**config.mk**
```make
export PLATFORM = sky130hd
export DESIGN_NAME = kli_ctrl
export DESIGN_NICKNAME = d
export VERILOG_FILES = /design/src/hw/rtl/kli_pkg.sv /design/src/hw/rtl/kli_ctrl.sv
export SDC_FILE = /design/constraint.sdc
export NUM_CORES = 1
export LEC_CHECK = 0
export ABC_CLOCK_PERIOD_IN_PS = 1300
export BUFFER_PORTS_ARGS = -buffer_cell sky130_fd_sc_hd__buf_4
export CAP_MARGIN = 20
export CELL_PAD_IN_SITES_DETAIL_PLACEMENT = 0
export CELL_PAD_IN_SITES_GLOBAL_PLACEMENT = 1
export CORE_MARGIN = 8
export CORE_UTILIZATION = 28
export CTS_CLUSTER_SIZE = 30
export DETAILED_ROUTE_END_ITERATION = 16
export GPL_TIMING_DRIVEN = 1
export HOLD_SLACK_MARGIN = 0.05
export PLACE_DENSITY_LB_ADDON = 0.1
export SETUP_SLACK_MARGIN = 0.5
export SYNTH_ARGS = -nofsm -noshare
export SYNTH_HDL_FRONTEND = slang
export SYNTH_SLANG_ARGS = --single-unit
```
**constraint.sdc**
```tcl
create_clock -name clk -period 1.3 [get_ports clk]
set_input_delay 0.13 -clock clk [delete_from_list [all_inputs] [get_ports clk]]
set_output_delay 0.13 -clock clk [all_outputs]
set_load 0.005 [all_outputs]
```
**src/hw/rtl/kli_pkg.sv**
```systemverilog
package kli_pkg;

    localparam int MAX_KEYS_DEF      = 64;
    localparam int FRACTION_BITS_DEF = 16;
    localparam int KEY_COUNT_W       = 7;
    localparam int KEY_INDEX_W       = 6;
    localparam int DATA_W            = 32;

    // input command codes
    localparam logic CMD_WRITE = 1'b0;
    localparam logic CMD_QUERY = 1'b1;

    // result kind codes
    localparam logic [1:0] CASE_FIRST  = 2'd0;
    localparam logic [1:0] CASE_INTERP = 2'd1;
    localparam logic [1:0] CASE_LAST   = 2'd2;

    typedef enum logic [3:0] {
        ST_IDLE,
        ST_READ0,
        ST_WAIT0,
        ST_CHECK0,
        ST_READ_PAIR,
        ST_WAIT_PAIR,
        ST_CHECK_PAIR,
        ST_DIVIDE,
        ST_MULTIPLY,
        ST_SCALE,
        ST_OUTPUT
    } kli_state_t;

    // controller to datapath
    typedef struct packed {
        logic load_query;    // capture query time and key count
        logic rd_first;      // read address 0
        logic rd_pair;       // read scan index and index + 1
        logic rd_last;       // read last key in use
        logic advance;       // scan index increments
        logic div_start;     // start fraction divide
        logic div_step;      // one divide step
        logic mul_go;        // register products
        logic scale_go;      // register scaled results
        logic load_out;      // load result register
        logic [1:0] which_case;
        logic out_from_lerp; // result from interpolation, else from port 0 read
    } kli_cmd_t;

    // datapath to controller
    typedef struct packed {
        logic single;        // only one key in use
        logic before_first;  // query at or before key 0
        logic hit;           // current pair encloses query
        logic last_pair;     // current pair is the last one
        logic div_done;      // divide finished
    } kli_status_t;

endpackage

```
**src/hw/rtl/kli_ctrl.sv**
```systemverilog
module kli_ctrl (
    input  logic                clk,
    input  logic                rst_n,
    input  logic                s_tvalid,
    input  logic                s_cmd,
    output logic                s_tready,
    input  logic                out_busy,
    input  kli_pkg::kli_status_t status,
    output kli_pkg::kli_cmd_t    cmd
);
    import kli_pkg::*;

    kli_state_t state_reg, state_next;

    always_ff @(posedge clk or negedge rst_n)
    begin
        if (!rst_n)
        begin
            state_reg <= ST_IDLE;
        end
        else
        begin
            state_reg <= state_next;
        end
    end

    // next state
    always_comb
    begin
        state_next = state_reg;
        unique case (state_reg)
            ST_IDLE:
            begin
                if (s_tvalid && s_cmd == CMD_QUERY)
                begin
                    state_next = ST_READ0;
                end
            end
            ST_READ0:  state_next = ST_WAIT0;
            ST_WAIT0:  state_next = ST_CHECK0;
            ST_CHECK0:
            begin
                if (status.single || status.before_first)
                begin
                    state_next = ST_OUTPUT;
                end
                else
                begin
                    state_next = ST_READ_PAIR;
                end
            end
            ST_READ_PAIR: state_next = ST_WAIT_PAIR;
            ST_WAIT_PAIR: state_next = ST_CHECK_PAIR;
            ST_CHECK_PAIR:
            begin
                if (status.hit)
                begin
                    state_next = ST_DIVIDE;
                end
                else if (status.last_pair)
                begin
                    state_next = ST_OUTPUT;
                end
                else
                begin
                    state_next = ST_READ_PAIR;
                end
            end
            ST_DIVIDE:
            begin
                if (status.div_done)
                begin
                    state_next = ST_MULTIPLY;
                end
            end
            ST_MULTIPLY: state_next = ST_SCALE;
            ST_SCALE:    state_next = ST_OUTPUT;
            ST_OUTPUT:
            begin
                if (!out_busy)
                begin
                    state_next = ST_IDLE;
                end
            end
            default: state_next = ST_IDLE;
        endcase
    end

    // tracks that the last key answers the query
    logic last_rd_reg, last_rd_next;

    always_ff @(posedge clk or negedge rst_n)
    begin
        if (!rst_n)
        begin
            last_rd_reg <= 1'b0;
        end
        else
        begin
            last_rd_reg <= last_rd_next;
        end
    end

    always_comb
    begin
        last_rd_next = last_rd_reg;
        if (state_reg == ST_CHECK_PAIR && !status.hit && status.last_pair)
        begin
            last_rd_next = 1'b1;
        end
        else if (state_reg == ST_IDLE)
        begin
            last_rd_next = 1'b0;
        end
    end

    // outputs
    always_comb
    begin
        cmd = '0;
        s_tready = 1'b0;
        unique case (state_reg)
            ST_IDLE:
            begin
                s_tready       = 1'b1;
                cmd.load_query = s_tvalid && s_cmd == CMD_QUERY;
            end
            ST_READ0: cmd.rd_first = 1'b1;
            ST_WAIT0: cmd.rd_pair = 1'b1;
            ST_CHECK0: cmd.rd_pair = 1'b1;
            ST_READ_PAIR: cmd.rd_pair = 1'b1;
            ST_WAIT_PAIR: cmd.rd_pair = 1'b1;
            ST_CHECK_PAIR:
            begin
                if (status.hit)
                begin
                    cmd.div_start = 1'b1;
                end
                else if (status.last_pair)
                begin
                    cmd.rd_last = 1'b1;
                end
                else
                begin
                    cmd.advance = 1'b1;
                    cmd.rd_pair = 1'b1;
                end
            end
            ST_DIVIDE:   cmd.div_step = 1'b1;
            ST_MULTIPLY: cmd.mul_go   = 1'b1;
            ST_SCALE:    cmd.scale_go = 1'b1;
            ST_OUTPUT:
            begin
                cmd.load_out = !out_busy;
                if (last_rd_reg)
                begin
                    // hold the last-key read while the result waits
                    cmd.rd_last       = 1'b1;
                    cmd.which_case    = CASE_LAST;
                    cmd.out_from_lerp = 1'b0;
                end
                else if (status.single || status.before_first)
                begin
                    cmd.which_case    = CASE_FIRST;
                    cmd.out_from_lerp = 1'b0;
                end
                else
                begin
                    cmd.which_case    = CASE_INTERP;
                    cmd.out_from_lerp = 1'b1;
                end
            end
            default: cmd = '0;
        endcase
    end

endmodule

```
==> flow_summary.toml, run 1 <==
[setup_path]
arrival_ps = 1410
startpoint = "state_reg[0]$_DFFE_PN0P_"
crit_path_max_fanout = 6
worstRegToRegCells = 7
ff2ff_setup_slack_ps = -110
worst_r2r_endpoint = "state_reg[0]$_DFFE_PN0P_"
r2r-start = "state_reg[1]$_DFFE_PN0P_"
crit_path_end_kind = "output pin"
crit_required_ps = 1170
start_kind = "flip-flop"
crit_end = "cmd[9]"
critPathKind = "flip-flop to output pin"

[final_layout]
ff_latch_area_um2 = 129
finalNetCount = 132
multiInputGateArea_um2 = 474
fin_cells = 146
drive_above_1_share_pct = 76.9
syn_to_final_growth_pct = 132
num_antenna_cells = 0
fill_cells = 150
largest_reg_flops = 4
finish.utilization_pct = 69.1

[grt]
grt.total_usage_pct = 13.1
grt_pass1_vias = 757
grt_antenna_before_repair = 0
grt_overflow_total = 0
grt_max_degree = 8
grt_pass1_wl_um = 3570

[status]
violations = "setup timing"
status = "finished with violations"

[clock_network]
clk_latency_ps = 240
cts_buffer_depth = 2
clock-sinks = 5
cts_tree = "yes"
cts_buffers = 3
cts_root_buf = "clkbuf_4"
cts_max_level = 1
path_clk_slew_ps = 50

[logic_synthesis]
synth_edf_count = 0
synth_cell_types = 35
synthCells = 64
synth_area_leaders = "dfrtp_1 24%, nor2_1 5.1%, buf_6 4.4%, a21oi_1 3.9%, nand3b_4 3.9%"
ys.flop_type = "dfrtp_1"
synthTopCellsByCount = "7 x nor2_1, 5 x dfrtp_1, 5 x nand2_1"
syn-mean-instance-area_um2 = 8.04
synth_most_common_cell = "nor2_1"
netlist_area_um2 = 514
synth-seq-cells = 5
synth-async-reset-ratio_pct = 100
syn-num-nets = 74
yosysTopAreaCell = "dfrtp_1"
ys_warn_count = 0
synth_seq_area_share_pct = 24.3
yosysTopAreaCellShare_pct = 24.3

[drt]
wl_per_cell_um = 15.8
drt_iter0_markers = 10
wl_um = 2310
antenna_left = 0
via_count = 721
firstDrtPassIters = 4
viasPerCell = 4.94
remaining_drc_errors = 0
wl_met1_um = 850
wl_met2_um = 1240
top_layer = "met4"
dr_wl_met3_um = 133

[floorplan]
core-area_mm2 = 0.00173
die-area_mm2 = 0.00346
io_pins = 24
num_rows = 15
die_h_um = 58.9
die_x_um = 58.9
start_util_pct = 29.8

[timing]
timing.final.crit_share_pct = 118
drv_slew = 0
rsz0062_at_grt = "true"
setup_ws_ps = -240
hold_viol_final = 0
fmax_mhz = 649
setup-violations-final = 19
finalCriticalPeriod_ps = 1540
tightest_slew_ps = 274
worst_clock_skew_ps = 5.62
relSlewSlack_pct = 81.4

[placement]
dp_slack_ps = -32.7
io_buffers = 23
dp_cells = 125
gp_congestion = 0.765
dp_hpwl_um = 1330

[flow_run]
max_cap_violations = 0

[pwr]
leakage_uw = 0.000574
finalPower_uw = 2480
peakVddDrop_mv = 1.34
p_per_area_mw_per_mm2 = 2080

[min_path]
hold_class = "input port to flip-flop"
==> cell type report <==
type / instances / area share, %
repair buffers: 58 / 44.0
clock buffers: 4 / 2.20
well taps: 25 / 2.62
multi-input cells: 52 / 39.8
flip-flops and latches: 5 / 10.8
inverters: 2 / 0.630
==> routing by layer <==
metal,GRT usage [%],up-vias
met5,0,-
met4,2.05,0
met3,3.91,7
met2,24.9,22
met1,14.0,345
li1,-,347
==> placed cells by master (no fill, tap or decap), types with 2 or more instances in the layout <==
cell type  instances
nand2_1            2
and3_4             2
nor2_1             4
nand2_2            2
nor2_4             2
o21ai_1            3
o31ai_2            2
buf_6             23
dfrtp_2            3
dfrtp_1            2
and2_4             3
nor2_2             2
clkbuf_4           3
nand2b_4           2
a21oi_1            3
buf_4             34
==> worst max-delay path, stage by stage (launching register included) <==
cell	delay [ps]
dfrtp_2	460
nor2b_4	140
and3b_1	210
and2_4	150
nand2b_4	110
buf_6	90
==> power by group <==
group	switching, uW	total [uW]	internal, uW	leakage, uW
combinational	774	1970	1200	0.000498
clock	63.8	180	116	0.0000150
sequential	110	329	219	0.0000615
==> cells by family after synthesis <==
| logic type | Yosys count | synth area share [%] |
|---|---|---|
| flip-flops | 5 | 24.3 |
| AO/OA/AOI/OAI | 17 | 22.9 |
| AND/OR/NAND/NOR | 35 | 43.1 |
| buffers and inverters | 7 | 9.73 |
==> worst min-delay path by stage <==
stage | from | to | slack [ps] | depth (start not counted)
CTS | out_busy | state_reg[3]$_DFFE_PN0P_ | 150 | 2
detailed placement | rst_n | last_rd_reg$_DFFE_PN0P_ | -70 | 1
floorplan | rst_n | last_rd_reg$_DFFE_PN0P_ | -170 | 0
global placement | rst_n | last_rd_reg$_DFFE_PN0P_ | -70 | 1
global route | out_busy | state_reg[3]$_DFFE_PN0P_ | 170 | 2
finish | out_busy | state_reg[3]$_DFFE_PN0P_ | 170 | 2
==> through the flow <==
| stage | hold slack, ps | cell area [um2] | TNS, ps |
|---|---|---|---|
| finish | 173 | 1190 | -2350 |
| global route | 174 | 1190 | -3290 |
| CTS | 154 | 1100 | -1630 |
| detailed placement | -66.2 | 830 | -83.2 |
| global placement | -66.8 | 830 | -126 |
| floorplan | -166 | 543 | 0 |
==> repair_timing <==
item                                    CTS  global route
endpoints found under the hold margin     5             0
endpoints found under the setup margin   19            19
resized for setup                        46            11
buffers inserted                         10             6
pin swaps                                11             5
hold buffers                              1             0
Note: power is estimated with default switching activity, not from simulation.
==> run 2, diff against run 1 <==
--- a/config.mk
+++ b/config.mk
@@ -12,12 +12,14 @@
 export CELL_PAD_IN_SITES_GLOBAL_PLACEMENT = 1
 export CORE_MARGIN = 8
 export CORE_UTILIZATION = 28
+export CTS_BUF_LIST = sky130_fd_sc_hd__clkbuf_16
 export CTS_CLUSTER_SIZE = 30
 export DETAILED_ROUTE_END_ITERATION = 16
 export GPL_TIMING_DRIVEN = 1
 export HOLD_SLACK_MARGIN = 0.05
 export PLACE_DENSITY_LB_ADDON = 0.1
 export SETUP_SLACK_MARGIN = 0.5
+export SKIP_CTS_REPAIR_TIMING = 1
 export SYNTH_ARGS = -nofsm -noshare
 export SYNTH_HDL_FRONTEND = slang
 export SYNTH_SLANG_ARGS = --single-unit
==> run 2 against run 1 <==
Against the previous run: the run still ends with setup timing left; final cell count shrank 4.1%; worst hold slack improved by 1.6 ps; critical path depth unchanged; count of clock-buffer cells in the layout decreased by 1; design area down 2.9%; utilization fell by 2.0 points; global-route usage fell by 2.0 points; first-iteration DRC count increased by 80%; sequential cell count unchanged; critical path type unchanged; largest cell class unchanged.
==> flow_summary.toml, run 2 (synthesis gave the netlist of run 1 again) <==
[final_layout]
finalNetCount = 126
ff_latch_area_um2 = 129
syn_to_final_growth_pct = 125
fill_cells = 152
drive_above_1_share_pct = 73.0
layout_commonest_cell = "buf_4"
largest_reg_flops = 4
final_cell_mix = "34 x buf_4, 17 x buf_6, 4 x nor2_1, 4 x o21ai_1, 4 x a21oi_1"
design_area_mm2 = 0.00116
num_antenna_cells = 0
multiInputGateArea_um2 = 454
finish.utilization_pct = 67.0

[clock_network]
clock-sinks = 5
path_clk_slew_ps = 30
cts_buffers = 3
cts_root_buf = "clkbuf_16"
clk_latency_ps = 230
cts_max_level = 1
cts_tree = "yes"
cts_buffer_depth = 2

[timing]
relSlewSlack_pct = 83.1
hold_viol_final = 0
drv_slew = 0
setup_ws_ps = -213
worst_clock_skew_ps = 2.02
rsz0062_at_grt = "true"
finalCriticalPeriod_ps = 1510
fmax_mhz = 661
setup-violations-final = 17
timing.final.crit_share_pct = 116
tightest_slew_ps = 250

[grt]
grt_pass1_vias = 660
grt_max_degree = 13
grt.total_usage_pct = 11.2
grt_antenna_before_repair = 0
grt_pass1_wl_um = 2990
grt_overflow_total = 0

[min_path]
hold_depth = 2
hold_class = "input port to flip-flop"

[setup_path]
slowest_stage = "dfrtp_2"
crit_family = "simple AND/OR/NAND/NOR gates"
worstRegToRegCells = 5
worst_r2r_endpoint = "state_reg[1]$_DFFE_PN0P_"
path_buf_inv = 1
crit_end = "cmd[9]"
startpoint = "state_reg[0]$_DFFE_PN0P_"
crit_path_max_fanout = 8
r2r-start = "state_reg[2]$_DFFE_PN0P_"
crit_path_end_kind = "output pin"
arrival_ps = 1380
cpPeakStageDelay_ps = 470
path_depth = 5
path_cells = "nor2b_4 -> and3b_2 -> and2_4 -> nand2b_4 -> buf_6"
start_kind = "flip-flop"
ff2ff_setup_slack_ps = -100
critPathKind = "flip-flop to output pin"
crit_required_ps = 1170

[pwr]
peakVddDrop_mv = 1.18
leakage_uw = 0.000564
p_per_area_mw_per_mm2 = 2070

[drt]
wl_um = 1990
antenna_left = 0
firstDrtPassIters = 4
drt_iter0_markers = 18
remaining_drc_errors = 0
viasPerCell = 4.75
via_count = 665
wl_per_cell_um = 14.2

[status]
status = "finished with violations"
violations = "setup timing"

[flow_run]
max_cap_violations = 0

[placement]
io_buffers = 23
gp_congestion = 0.765
place_area_um2 = 830
dp_hpwl_um = 1330

[floorplan]
die-area_mm2 = 0.00346
start_util_pct = 29.8
die_h_um = 58.9
num_rows = 15
die_x_um = 58.9
core-area_mm2 = 0.00173
io_pins = 24
-- run 2: report_power, final --
group          total, uW  internal (uW)  switching, uW  leakage, uW
logic               1570            944            625     0.000460
clock network        498            398           99.7    0.0000423
registers            332            219            112    0.0000615
total               2400           1560            837     0.000564
-- run 2: routing by layer --
layer | global-route usage [%] | share of wire, % | vias up
met3 | 4.35 | 6.9 | 0
met1 | 12.5 | 38 | 315
met2 | 18.2 | 55 | 19
met5 | 0 | 0 | -
met4 | 5.12 | 0 | 0
li1 | - | - | 331
-- run 2: worst min-delay path by stage --
stage	startpoint	to	slack, ps
4_1_cts	rst_n	state_reg[2]$_DFFE_PN0P_	-310
3_5_place_dp	rst_n	last_rd_reg$_DFFE_PN0P_	-70
3_3_place_gp	rst_n	last_rd_reg$_DFFE_PN0P_	-70
6_report	out_busy	state_reg[3]$_DFFE_PN0P_	170
2_1_floorplan	rst_n	last_rd_reg$_DFFE_PN0P_	-170
5_1_grt	out_busy	state_reg[3]$_DFFE_PN0P_	180
-- run 2: area by class of cell --
class | count | area share (%)
clock buffer | 3 | 6.49
clock inverter | 1 | 0.324
inverter | 2 | 0.649
multi-input combinational | 52 | 39.2
sequential | 5 | 11.1
tap | 25 | 2.70
timing repair buffer | 52 | 39.5
-- run 2: per-stage QoR --
step | total power [uW] | worst slack [ps] | instances | hold WS, ps | setup TNS, ps
after floorplan | 825 | 87.8 | 64 | -166 | 0
after global placement | 1330 | -43.0 | 125 | -66.8 | -126
after detailed placement | 1320 | -32.7 | 125 | -66.2 | -83.2
after CTS | 1840 | -291 | 129 | -305 | -2750
after global routing | 2570 | -278 | 140 | 184 | -3210
final | 2400 | -213 | 140 | 174 | -2070
-- run 2: worst reg2reg max path, cell delays in order, from the launching register on --
cell and delay (ps):
dfrtp_2 460, buf_6 160, buf_4 130, o31ai_2 210, a22oi_1 120, o31ai_1 230
==> run 3, diff against run 2 <==
==> constraint.sdc (replaced) <==
create_clock -name clk -period 1.3 [get_ports clk]
set_input_delay 0 -clock clk [delete_from_list [all_inputs] [get_ports clk]]
set_output_delay 0 -clock clk [all_outputs]
set_load 0.005 [all_outputs]
==> run 3 against run 2 <==
Against the previous run: the run still ends with setup timing left; final cell count down 7.1%; utilization is 3.8 points lower; setup slack improved by 84 ps; worst hold slack got worse by 80 ps; sequential share of layout area increased by 0.79 points; sequential power rose by 5%; first-iteration DRC count is 33% lower; critical path depth did not move; fmax rose by 5.9%; global-route usage fell by 0.79 points; combinational power is 12% lower; wire length increased by 1.4%; critical path type unchanged; critical endpoint unchanged; largest cell class is now multi-input gates; largest power group unchanged; highest routed layer is now met4.
==> flow_summary.toml, run 3 (synthesis gave the netlist of run 1 again) <==
[status]
status = "finished with violations"
violations = "setup timing"

[timing]
hold_viol_final = 0
fin_tns_setup_ps = -587
timing.final.crit_share_pct = 110
hold_slack_ps = 94.4
fmax_mhz = 700
setup_ws_ps = -129
worst_clock_skew_ps = 1.39
relSlewSlack_pct = 80.7
finalCriticalPeriod_ps = 1430
setup-violations-final = 11
drv_slew = 0
rsz0062_at_grt = "true"
tightest_slew_ps = 288

[clock_network]
clk_latency_ps = 230
cts_max_level = 1
cts_root_buf = "clkbuf_16"
clock-sinks = 5
cts_buffer_depth = 2
cts_buffers = 3
cts_tree = "yes"
path_clk_slew_ps = 40

[grt]
grt_pass1_vias = 597
grt.total_usage_pct = 10.4
grt_pass1_wl_um = 2760
grtUsageMet3_pct = 5.22
grt_antenna_before_repair = 0
use_met2_pct = 15.0
busiest_layer = "met2"
grt_max_degree = 11
use_met1_pct = 13.5
grt_overflow_total = 0

[setup_path]
r2r-start = "state_reg[0]$_DFFE_PN0P_"
worst_r2r_endpoint = "state_reg[3]$_DFFE_PN0P_"
crit_path_max_fanout = 5
arrival_ps = 1430
start_kind = "flip-flop"
crit_required_ps = 1300
ff2ff_setup_slack_ps = -80
cpPeakStageDelay_ps = 430
worstRegToRegCells = 4
critPathKind = "flip-flop to output pin"
slowest_stage = "dfrtp_2"
crit_path_end_kind = "output pin"
path_buf_inv = 1
crit_family = "simple AND/OR/NAND/NOR gates"
path_cells = "nor2b_4 -> and3b_2 -> and2_4 -> nand2b_4 -> buf_4"

[drt]
via_count = 643
wl_per_cell_um = 15.6
antenna_left = 0
viasPerCell = 4.95
remaining_drc_errors = 0
firstDrtPassIters = 4
drt_iter0_markers = 12
wl_um = 2020

[final_layout]
ff_latch_area_um2 = 130
finalNetCount = 116
num_antenna_cells = 0
final_cell_mix = "27 x buf_4, 12 x buf_6, 5 x nor2_1"
multiInputGateArea_um2 = 465
fill_cells = 147
drive_above_1_share_pct = 67.6
finish.utilization_pct = 63.2
layout_commonest_cell = "buf_4"
syn_to_final_growth_pct = 112
largest_reg_flops = 4

[floorplan]
core-area_mm2 = 0.00173
start_util_pct = 29.8
die_x_um = 58.9
die_h_um = 58.9
io_pins = 24
die-area_mm2 = 0.00346
num_rows = 15

[placement]
dp_slack_ps = 31.8
io_buffers = 23
dp_hpwl_um = 1360
gp_congestion = 0.788

[pwr]
p_per_area_mw_per_mm2 = 2040
leakage_uw = 0.000512
finalPower_uw = 2230
peakVddDrop_mv = 1.69

[min_path]
min_from = "status[1]"
holdPathEnd = "last_rd_reg$_DFFE_PN0P_"
hold_depth = 3
hold_class = "input port to flip-flop"

[flow_run]
max_cap_violations = 0
[run 3: cell count changes in the layout (fill, tap and decap cells not counted), sizes merged]
cell,delta
dlygate4sd3,+1
buf,-11
[run 3: final cells by class]
class | count | area share (%)
Tap cell | 25 | 2.87
Clock inverter | 1 | 0.344
Inverter | 2 | 0.688
Timing Repair Buffer | 42 | 34.6
Sequential cell | 5 | 11.9
Clock buffer | 3 | 6.88
Multi-Input combinational cell | 52 | 42.7
[run 3: worst max path at each step]
stage,from,endpoint,slack (ps),cells past startpoint
final,state_reg[1]$_DFFE_PN0P_,cmd[9],-130,5
after global routing,state_reg[0]$_DFFE_PN0P_,cmd[12],-170,6
after CTS,state_reg[1]$_DFFE_PN0P_,cmd[9],-170,5
after detailed placement,state_reg[2]$_DFFE_PN0P_,state_reg[3]$_DFFE_PN0P_,30,3
after global placement,state_reg[2]$_DFFE_PN0P_,state_reg[3]$_DFFE_PN0P_,30,5
after floorplan,state_reg[1]$_DFFE_PN0P_,state_reg[3]$_DFFE_PN0P_,120,5
[run 3: worst reg2reg max path, stage by stage (launching register included)]
cell	delay, ps
dfrtp_2	460
buf_4	160
nor4bb_2	300
o21ai_2	120
a22o_1	220
[run 3: routing by layer]
metal  up-vias  part of all wire (%)
li1        315                     -
met1       311                    43
met2        15                    52
met3         2                   4.1
met4         0                  0.49
met5         -                     0
[run 3: metrics by stage]
| step | std cells | area (um2) |
|---|---|---|
| 2_1_floorplan | 64 | 529 |
| 3_3_place_gp | 118 | 782 |
| 3_5_place_dp | 118 | 782 |
| 4_1_cts | 122 | 861 |
| 5_1_grt | 130 | 1090 |
| 6_report | 130 | 1090 |
[run 3: report_power, final]
| part | switching, uW | internal [uW] |
|---|---|---|
| registers | 126 | 222 |
| logic | 583 | 798 |
| clock network | 103 | 399 |
| total | 812 | 1420 |
